===== src/plr_pkg.sv =====
// shared widths, register indexes, payload structs and a saturation helper for the point light shader
package plr_pkg;

    // lanes: one per axis or color channel
    localparam int LANES      = 3;

    // field widths
    localparam int W_POS      = 32;
    localparam int W_NRM      = 16;
    localparam int W_COLOR    = 17;
    localparam int W_OFF      = 16;
    localparam int W_PROD_OFF = W_OFF + W_NRM + 1;
    localparam int W_ORG_SUM  = W_POS + 2;
    localparam int W_CFG_IDX  = 3;
    localparam int W_CFG_DATA = 32;

    // distance path widths
    localparam int W_AD       = W_POS + 1;
    localparam int W_SQ       = 2 * W_AD;
    localparam int W_SUM      = W_SQ;
    localparam int W_ROOT     = 34;
    localparam int W_REM_SQ   = W_ROOT + 2;
    localparam int W_DIST     = 32;
    localparam int W_LO       = 64;

    // direction divider widths
    localparam int DIR_FRAC   = 14;
    localparam int W_DIRQ     = DIR_FRAC + 1;
    localparam int W_DIRN     = W_AD + DIR_FRAC;
    localparam int W_DIR      = 16;

    // contribution path widths
    localparam int W_DOT      = 32;
    localparam int W_DOTP     = W_DOT - 1;
    localparam int W_CMUL     = W_COLOR + W_DOTP;
    localparam int CSHIFT     = 4;
    localparam int W_CNUM     = W_CMUL + CSHIFT;
    localparam int W_CQ       = 32;

    // rounding constant for the origin offset
    localparam logic signed [W_PROD_OFF-1:0] OFF_HALF = W_PROD_OFF'(1 << (DIR_FRAC - 1));

    // configuration register indexes
    localparam logic [W_CFG_IDX-1:0] REG_LIGHT_X     = 3'd0;
    localparam logic [W_CFG_IDX-1:0] REG_LIGHT_Y     = 3'd1;
    localparam logic [W_CFG_IDX-1:0] REG_LIGHT_Z     = 3'd2;
    localparam logic [W_CFG_IDX-1:0] REG_LIGHT_RED   = 3'd3;
    localparam logic [W_CFG_IDX-1:0] REG_LIGHT_GREEN = 3'd4;
    localparam logic [W_CFG_IDX-1:0] REG_LIGHT_BLUE  = 3'd5;
    localparam logic [W_CFG_IDX-1:0] REG_SURF_OFFSET = 3'd6;

    // reset values
    localparam logic [W_COLOR-1:0] COLOR_RESET  = 17'd65536;
    localparam logic [W_OFF-1:0]   OFFSET_RESET = 16'd7;

    // side data riding along the square root
    typedef struct packed {
        logic [LANES-1:0][W_POS-1:0] origin;
        logic [LANES-1:0][W_AD-1:0]  ad;
        logic [LANES-1:0]            sd;
        logic [LANES-1:0][W_NRM-1:0] nrm;
        logic [W_SUM-1:0]            s;
        logic                        degen;
    } t_tag_a;

    // side data riding along the direction divider
    typedef struct packed {
        logic [LANES-1:0][W_POS-1:0] origin;
        logic [LANES-1:0]            sd;
        logic [LANES-1:0][W_NRM-1:0] nrm;
        logic [W_DIST-1:0]           ray_len;
        logic [W_LO-1:0]             lo;
        logic                        hi_nz;
        logic                        degen;
    } t_tag_b;

    // side data for the shading tail and contribution divider
    typedef struct packed {
        logic [LANES-1:0][W_POS-1:0] origin;
        logic [LANES-1:0][W_DIR-1:0] dir;
        logic [W_DIST-1:0]           ray_len;
        logic [W_LO-1:0]             lo;
        logic                        hi_nz;
        logic                        degen;
        logic                        kill;
        logic [LANES-1:0]            ovf;
    } t_post;

    // clamp a widened signed sum to 32 bits
    function automatic logic [W_POS-1:0] sat_s32(input logic signed [W_ORG_SUM-1:0] v);
        logic signed [W_ORG_SUM-1:0] hi_lim;
        logic signed [W_ORG_SUM-1:0] lo_lim;
        hi_lim = W_ORG_SUM'(64'sd2147483647);
        lo_lim = -W_ORG_SUM'(64'sd2147483648);
        if (v > hi_lim) begin
            return 32'h7FFF_FFFF;
        end else if (v < lo_lim) begin
            return 32'h8000_0000;
        end
        return v[W_POS-1:0];
    endfunction

endpackage


===== src/plr_sqrt.sv =====
// pipelined integer square root, one root bit per stage
module plr_sqrt #(
    parameter int TW = 1
) (
    input  logic                          i_clk,
    input  logic                          i_rst_n,
    input  logic                          i_en,
    input  logic                          i_valid,
    input  logic [plr_pkg::W_SUM-1:0]     i_s,
    input  logic [TW-1:0]                 i_tag,
    output logic                          o_valid,
    output logic [plr_pkg::W_ROOT-1:0]    o_root,
    output logic [TW-1:0]                 o_tag
);
    localparam int RW  = plr_pkg::W_ROOT;
    localparam int MW  = plr_pkg::W_REM_SQ;
    localparam int SPW = 2 * RW;

    logic                r_valid [RW];
    logic [RW-1:0]       r_root  [RW];
    logic [MW-1:0]       r_rem   [RW];
    logic [SPW-1:0]      r_s     [RW];
    logic [TW-1:0]       r_tag   [RW];

    for (genvar j = 0; j < RW; j++) begin : g_stage
        localparam int B = 2 * (RW - 1 - j);
        logic          w_valid;
        logic [RW-1:0] w_root;
        logic [MW-1:0] w_rem;
        logic [SPW-1:0] w_s;
        logic [TW-1:0] w_tag;
        logic [RW-1:0] n_root;
        logic [MW-1:0] n_rem;

        // stage input: port for the first stage, previous register otherwise
        if (j == 0) begin : g_first
            assign w_valid = i_valid;
            assign w_root  = '0;
            assign w_rem   = '0;
            assign w_s     = SPW'(i_s);
            assign w_tag   = i_tag;
        end else begin : g_next
            assign w_valid = r_valid[j-1];
            assign w_root  = r_root[j-1];
            assign w_rem   = r_rem[j-1];
            assign w_s     = r_s[j-1];
            assign w_tag   = r_tag[j-1];
        end

        // bring down two bits, try to subtract 4*root+1
        always_comb begin
            logic [MW+1:0] rem_sh;
            logic [MW+1:0] trial;
            rem_sh = {w_rem, w_s[B+1:B]};
            trial  = (MW+2)'({w_root, 2'b01});
            if (rem_sh >= trial) begin
                n_rem  = MW'(rem_sh - trial);
                n_root = {w_root[RW-2:0], 1'b1};
            end else begin
                n_rem  = MW'(rem_sh);
                n_root = {w_root[RW-2:0], 1'b0};
            end
        end

        // stage valid
        always_ff @(posedge i_clk) begin
            if (!i_rst_n) begin
                r_valid[j] <= 1'b0;
            end else if (i_en) begin
                r_valid[j] <= w_valid;
            end
        end

        // stage payload
        always_ff @(posedge i_clk) begin
            if (i_en) begin
                r_root[j] <= n_root;
                r_rem[j]  <= n_rem;
                r_s[j]    <= w_s;
                r_tag[j]  <= w_tag;
            end
        end
    end

    assign o_valid = r_valid[RW-1];
    assign o_root  = r_root[RW-1];
    assign o_tag   = r_tag[RW-1];

endmodule


===== config.mk =====
export PLATFORM = sky130hd
export DESIGN_NAME = plr_sqrt
export DESIGN_NICKNAME = d
export VERILOG_FILES = /design/src/plr_pkg.sv /design/src/plr_sqrt.sv
export SDC_FILE = /design/constraint.sdc
export NUM_CORES = 2
export LEC_CHECK = 0
export BUFFER_PORTS_ARGS = -buffer_cell sky130_fd_sc_hd__buf_2
export CORE_AREA = 2 2 493 495
export CTS_BUF_LIST = sky130_fd_sc_hd__clkbuf_8
export DETAILED_ROUTE_END_ITERATION = 8
export DIE_AREA = 0 0 495 497
export PLACE_DENSITY = 0.77
export SYNTH_ARGS = -nofsm -noshare
export SYNTH_HDL_FRONTEND = slang
export SYNTH_MEMORY_MAX_BITS = 65536
export SYNTH_SLANG_ARGS = --single-unit

===== constraint.sdc =====
create_clock -name i_clk -period 5.2 [get_ports i_clk]
set_clock_uncertainty 0.1 [all_clocks]
set_input_delay 1.04 -clock i_clk [delete_from_list [all_inputs] [get_ports i_clk]]
set_output_delay 1.04 -clock i_clk [all_outputs]
set_load 0.02 [all_outputs]

### Yosys cells after proc, flatten, opt, wreduce, memory -nomap -nowiden

Memories as Yosys holds them, arrays and structs flattened.
Index checks and enable logic that the tools add are counted.

* logic and storage cells: 210
* RAM bits: 4760
* register bits: 0
* bits of input ports: 71
* memories: 5

* muxes and demuxes: 105
* $add $sub $neg: 33
* order comparisons: 33
* bitwise gates (word level): 34

Memory list
* r_s: words 34, width 68, read ports 33, clocked after Yosys merged registers in 0, wr ports 34, RTL line plr_sqrt.sv:22 `logic [SPW-1:0] r_s [RW];`
* r_rem: words 34, width 36, read ports 33, clocked after Yosys merged registers in 0, wr ports 34, RTL line plr_sqrt.sv:21 `logic [MW-1:0] r_rem [RW];`
* r_root: words 34, width 34, read ports 34, clocked after Yosys merged registers in 0, wr ports 34, RTL line plr_sqrt.sv:20 `logic [RW-1:0] r_root [RW];`
* r_tag: words 34, width 1, read ports 34, clocked after Yosys merged registers in 0, wr ports 34, RTL line plr_sqrt.sv:23 `logic [TW-1:0] r_tag [RW];`
* r_valid: words 34, width 1, read ports 34, clocked after Yosys merged registers in 0, wr ports 34, RTL line plr_sqrt.sv:19 `logic r_valid [RW];`

Operators with widths (count)
* 38-bit by 36-bit >= comparator with 1-bit output: 33
* 36-bit 2-to-1 mux: 33
* 36-bit subtractor: 33
* 1-bit 2-to-1 mux: 72
* 1-bit OR: 34

### Depth between registers and ports, before layout

* depth in word-level cells: 4
* gate-level depth with buffers: 14
* mapped depth without buffers: 13

### Least setup slack after synthesis

No wires, ideal clock.

* path type: register -> register
* start: memory r_rem[19][9] in the netlist's numbering
* end: memory r_rem[20][11] in the netlist's numbering (data pin)
* required time: 4.948 ns
* stages on the path, launching flop included: 12
* slack: 1.589 ns
* data arrival time: 3.359 ns
* setup time: 0.152 ns
* period minus slack after synthesis: 3.611 ns
* path through: edfxtp_1 -> ha_1 -> a21o_1 -> a221oi_1 -> nand2_1 -> a2111oi_0 -> o31ai_1 -> a211oi_1 -> clkbuf_1 -> clkbuf_1 -> nand2_1 -> o21ai_0

RTL lines (RTL line)
* start: declaration: plr_sqrt.sv:21

==> impl_results.html <==
<table>
<tr><th>Metric</th><th>Value</th></tr>
<tr><th colspan="2">Synth</th></tr>
<tr><td>Share of the yosys chip area belonging to registers</td><td>between 60% and 70%</td></tr>
<tr><td>Asr flop ratio synth</td><td>0%</td></tr>
<tr><td>FF+latch count, synth</td><td>2850</td></tr>
<tr><td>Number of synthesized flops with an enable pin</td><td>~2.8k</td></tr>
<tr><td>Post-synth design cell area</td><td>approximately 130000 um^2</td></tr>
<tr><td>Netlist cell types</td><td>just over 90</td></tr>
<tr><td>Number of synthesis warnings</td><td>0</td></tr>
<tr><td>Cells after Synth</td><td>10.1k</td></tr>
<tr><td>Synth Flop Type</td><td>edfxtp_1</td></tr>
<tr><td>Post-synthesis area per instance</td><td>13.0 um^2</td></tr>
<tr><th colspan="2">Timing</th></tr>
<tr><td>RSZ-0062 raised after global routing</td><td>false</td></tr>
<tr><td>Measured slew at the worst slew-check pin</td><td>about 1.3 ns</td></tr>
<tr><td>Share of the cycle needed by the critical path after routing</td><td>about nine tenths</td></tr>
<tr><td>Maximum operating frequency</td><td>approximately 220 MHz</td></tr>
<tr><td>Setup TNS</td><td>0 ns</td></tr>
<tr><td>Number of setup violations in the final report</td><td>0</td></tr>
<tr><td>Hold Vio Cnt, Final</td><td>0</td></tr>
<tr><td>Number of max-slew violations in the final report</td><td>0</td></tr>
<tr><td>Max_slew headroom</td><td>11.9%</td></tr>
<tr><td>Min Tclk post-route</td><td>4.61 ns</td></tr>
<tr><td>Setup slack of the critical path after layout</td><td>just under 0.6 ns</td></tr>
<tr><th colspan="2">Global routing</th></tr>
<tr><td>All-layer global routing usage</td><td>22.0%</td></tr>
<tr><td>Vias in the first global route</td><td>80.6k</td></tr>
<tr><td>Initial antenna violation count</td><td>3</td></tr>
<tr><td>Remaining global-route overflow</td><td>0</td></tr>
<tr><td>Pin count of the biggest net entering global routing</td><td>118</td></tr>
<tr><td>First-pass GRT wire length</td><td>about 430 mm</td></tr>
<tr><th colspan="2">Clock network</th></tr>
<tr><td>Clock root buffer</td><td>clkbuf_8</td></tr>
<tr><td>Post-CTS clock slew at the launch and capture registers of the worst setup and hold paths</td><td>around 0.070 ns</td></tr>
<tr><td>Clock latency reported for the late side of the worst-skew pair</td><td>roughly 1.1 ns</td></tr>
<tr><td>Post-CTS resize count</td><td>0</td></tr>
<tr><td>Number of buffers on the longest clock path</td><td>4</td></tr>
<tr><td>Total CTS buffers</td><td>between 400 and 500</td></tr>
<tr><td>H-Tree Level Count</td><td>5</td></tr>
<tr><td>TritonCTS Sinks</td><td>approximately 2.9k</td></tr>
<tr><td>CTS tree</td><td>built</td></tr>
<tr><th colspan="2">Floorplanning</th></tr>
<tr><td>Die H</td><td>497 um</td></tr>
<tr><td>Row cnt</td><td>180</td></tr>
<tr><td>Starting density of the core</td><td>between 50% and 60%</td></tr>
<tr><td># IOs</td><td>~110</td></tr>
<tr><td>Die Outline Area</td><td>around 250000 um^2</td></tr>
<tr><td>Horizontal extent of the die</td><td>a little under 500 um</td></tr>
<tr><td>Core box area</td><td>roughly 240000 um^2</td></tr>
<tr><th colspan="2">Cells and area</th></tr>
<tr><td>Final std cell area, no fill</td><td>146000 um^2</td></tr>
<tr><td>Final-stage net count</td><td>11.3k</td></tr>
<tr><td>Area added between synthesis and finish</td><td>10.8%</td></tr>
<tr><td>Post-route core utilization</td><td>60.7%</td></tr>
<tr><td>Fraction of final layout cells sized beyond drive strength 1</td><td>under 10%</td></tr>
<tr><td>Most common cell after layout, fill and taps aside</td><td>edfxtp_1</td></tr>
<tr><td>Commonest cells after routing, fill and taps aside</td><td>edfxtp_1, inv_1, nand2_1</td></tr>
<tr><th colspan="2">Worst setup path</th></tr>
<tr><td>Type of the worst setup path</td><td>reg -&gt; reg</td></tr>
<tr><td>Reg2Reg Setup Slack</td><td>around 0.6 ns</td></tr>
<tr><td>Critical path endpoint category</td><td>flop</td></tr>
<tr><td>Critical Path Fanout Max</td><td>29</td></tr>
<tr><td>Worst reg-to-reg path cell count</td><td>8</td></tr>
<tr><td>Launching element of the worst setup path</td><td>r_rem[14][18]$_DFFE_PP_</td></tr>
<tr><td>Startpoint types</td><td>flop</td></tr>
<tr><td>Worst Path Arrival</td><td>about 5.3 ns</td></tr>
<tr><td>Endpoint of the worst register-to-register path</td><td>r_rem[15][29]$_DFFE_PP_</td></tr>
<tr><td>Critical path capture point</td><td>r_rem[15][29]$_DFFE_PP_</td></tr>
<tr><td>Required @ worst endpoint</td><td>roughly 6 ns</td></tr>
<tr><td>Startpoint of the worst-slack reg-to-reg timing path</td><td>r_rem[14][18]$_DFFE_PP_</td></tr>
<tr><th colspan="2">Detailed routing</th></tr>
<tr><td>Number of vias per cell after detailed routing</td><td>~5.7</td></tr>
<tr><td>Total vias in the final route</td><td>just over 80k</td></tr>
<tr><td>Number of search-and-repair iterations in the first detailed-routing pass</td><td>8</td></tr>
<tr><td>DRC</td><td>0</td></tr>
<tr><td>Post-DR wirelength/cell</td><td>19.4 um</td></tr>
<tr><td>Total length of routed wires</td><td>275 mm</td></tr>
<tr><td>Violation count after the first detailed-routing iteration</td><td>~6.3k</td></tr>
<tr><td>Post-detailed-route count of antenna-violating nets</td><td>0</td></tr>
<tr><th colspan="2">Pwr</th></tr>
<tr><td>Leakage power of the design</td><td>approximately 0.056 uW</td></tr>
<tr><td>PwrDens</td><td>423 nW/um^2</td></tr>
<tr><td>Largest vdd supply drop</td><td>329 uV</td></tr>
<tr><th colspan="2">Hold path</th></tr>
<tr><td>Class of the tightest hold or removal check</td><td>in -&gt; reg</td></tr>
<tr><td>Worst hold path cell count</td><td>2</td></tr>
<tr><th colspan="2">Status</th></tr>
<tr><td>Outcome</td><td>finished clean</td></tr>
<tr><th colspan="2">Placement</th></tr>
<tr><td>PortBufs</td><td>105</td></tr>
<tr><td>Total placed instance area</td><td>136000 um^2</td></tr>
<tr><td>Pre-CTS setup slack</td><td>around 0.73 ns</td></tr>
<tr><td>Weighted congestion at the end of routability-driven global placement</td><td>roughly 0.92</td></tr>
<tr><td>Estimated wirelength of the detail-placed design</td><td>just under 200 mm</td></tr>
<tr><th colspan="2">Job</th></tr>
<tr><td>Max capacitance violation total</td><td>0</td></tr>
</table>
[worst max-delay path: stages (launching register included)]
cell,delay [ns]
edfxtp_1,0.42
or3_1,0.44
or2_2,0.36
nor4b_1,0.64
nor4_1,0.13
a22oi_2,1.05
o21ai_1,0.63
nor4_1,0.39
xor2_1,0.11
[state kept, by name, indices dropped and copies added, names as in the netlist]
name	count
r_valid	34
r_s	1122
r_rem	1099
r_tag	34
r_root	561
[logic make-up (layout without fill, tap and decap cells)]
family | Yosys count | count (layout) | synth area share (%)
multiplexers | 78 | 78 | 0.651
other | 1 | 4 | 0.00285
AND/OR/NAND/NOR | 2690 | 2690 | 10.1
flip-flops | 2850 | 2850 | 65.0
adder cells (fa/ha/maj) | 597 | 597 | 5.68
buffers and inverters | 966 | 1845 | 2.77
XOR/XNOR | 938 | 938 | 6.24
AO/OA/AOI/OAI | 2020 | 2020 | 9.53
[worst min-delay path by stage]
stage | endpoint | slack [ns] | start
final | r_valid[0]$_DFFE_PP_ | 0.14 | i_valid
after global routing | r_valid[0]$_DFFE_PP_ | 0.06 | i_valid
after CTS | r_valid[0]$_DFFE_PP_ | 0.02 | i_valid
after detailed placement | r_s[10][26]$_DFFE_PP_ | 0.30 | r_s[9][26]$_DFFE_PP_
after global placement | r_s[1][4]$_DFFE_PP_ | 0.30 | r_s[0][4]$_DFFE_PP_
after floorplan | r_s[10][0]$_DFFE_PP_ | 0.30 | r_s[9][0]$_DFFE_PP_
[final cells by class]
cell class,count,area [um^2]
fill,18500,94300
sequential,2850,85600
clock buffer,466,6410
tap,3185,3990
multi-input combinational,6325,42500
timing repair buffer,279,2350
clock inverter,357,2230
antenna,2,5.00
inverter,743,2790
[metrics by stage]
stage               cells  hold WS [ns]  total power [uW]
floorplan           10100         0.300             39400
global placement    13300         0.300             43300
detailed placement  13300         0.305             43600
CTS                 14200        0.0192             62200
global route        14200        0.0576             64800
finish              14200         0.145             61700
[timing repair]
item	4_1_cts	5_1_grt
hold buffers	67	0
endpoints found under the hold margin	67	0
setup buffers	0	0
[Yosys cell counts, types with 12 or more instances]
library cell,n,area (um^2)
nand3_1,168,841
and4_1,17,149
and3_1,101,632
a21boi_0,25,188
nor2_1,623,2340
o31ai_1,67,503
clkbuf_1,201,754
o2111ai_1,21,184
a211o_1,12,105
xor2_1,489,4280
nor3_1,282,1410
a21oi_1,642,3210
or3_1,103,644
o21bai_1,67,503
mux2i_1,17,170
a221o_1,12,120
edfxtp_1,2849,85600
nand2b_1,124,776
nand3b_1,26,195
nand2_1,700,2630
a211oi_1,50,375
o211ai_1,42,315
a21o_1,220,1650
o21ai_0,511,2560
a311oi_1,12,105
ha_1,597,7470
o41ai_1,14,123
or2_2,54,338
nand4_1,106,663
inv_1,740,2780
or4_1,75,563
and2_1,38,238
o22ai_1,14,87.6
mux2_2,61,687
o31a_1,20,175
a31oi_1,56,350
a2111oi_0,21,184
a31o_2,18,158
nor3b_1,16,120
xnor2_1,449,3930
o21a_1,107,803
buf_1,14,52.6
nor2b_1,66,413
nor4_1,152,951
[report_power, final]
| part | internal [uW] | leakage, uW | switching, uW |
|---|---|---|---|
| registers | 28800 | 0.0275 | 1900 |
| clock network | 9630 | 0.00487 | 8700 |
| logic | 5100 | 0.0235 | 7500 |
| total | 43600 | 0.0559 | 18100 |
[metal layers]
| metal | vias to the layer above | GRT usage (%) | wire length (um) |
|---|---|---|---|
| li1 | 38800 | - | - |
| met1 | 39300 | 27.8 | 113000 |
| met2 | 2371 | 38.0 | 138000 |
| met3 | 607 | 3.32 | 13700 |
| met4 | 0 | 8.62 | 9960 |
| met5 | - | 0 | 0 |
Power figures use the tool's default switching activity.
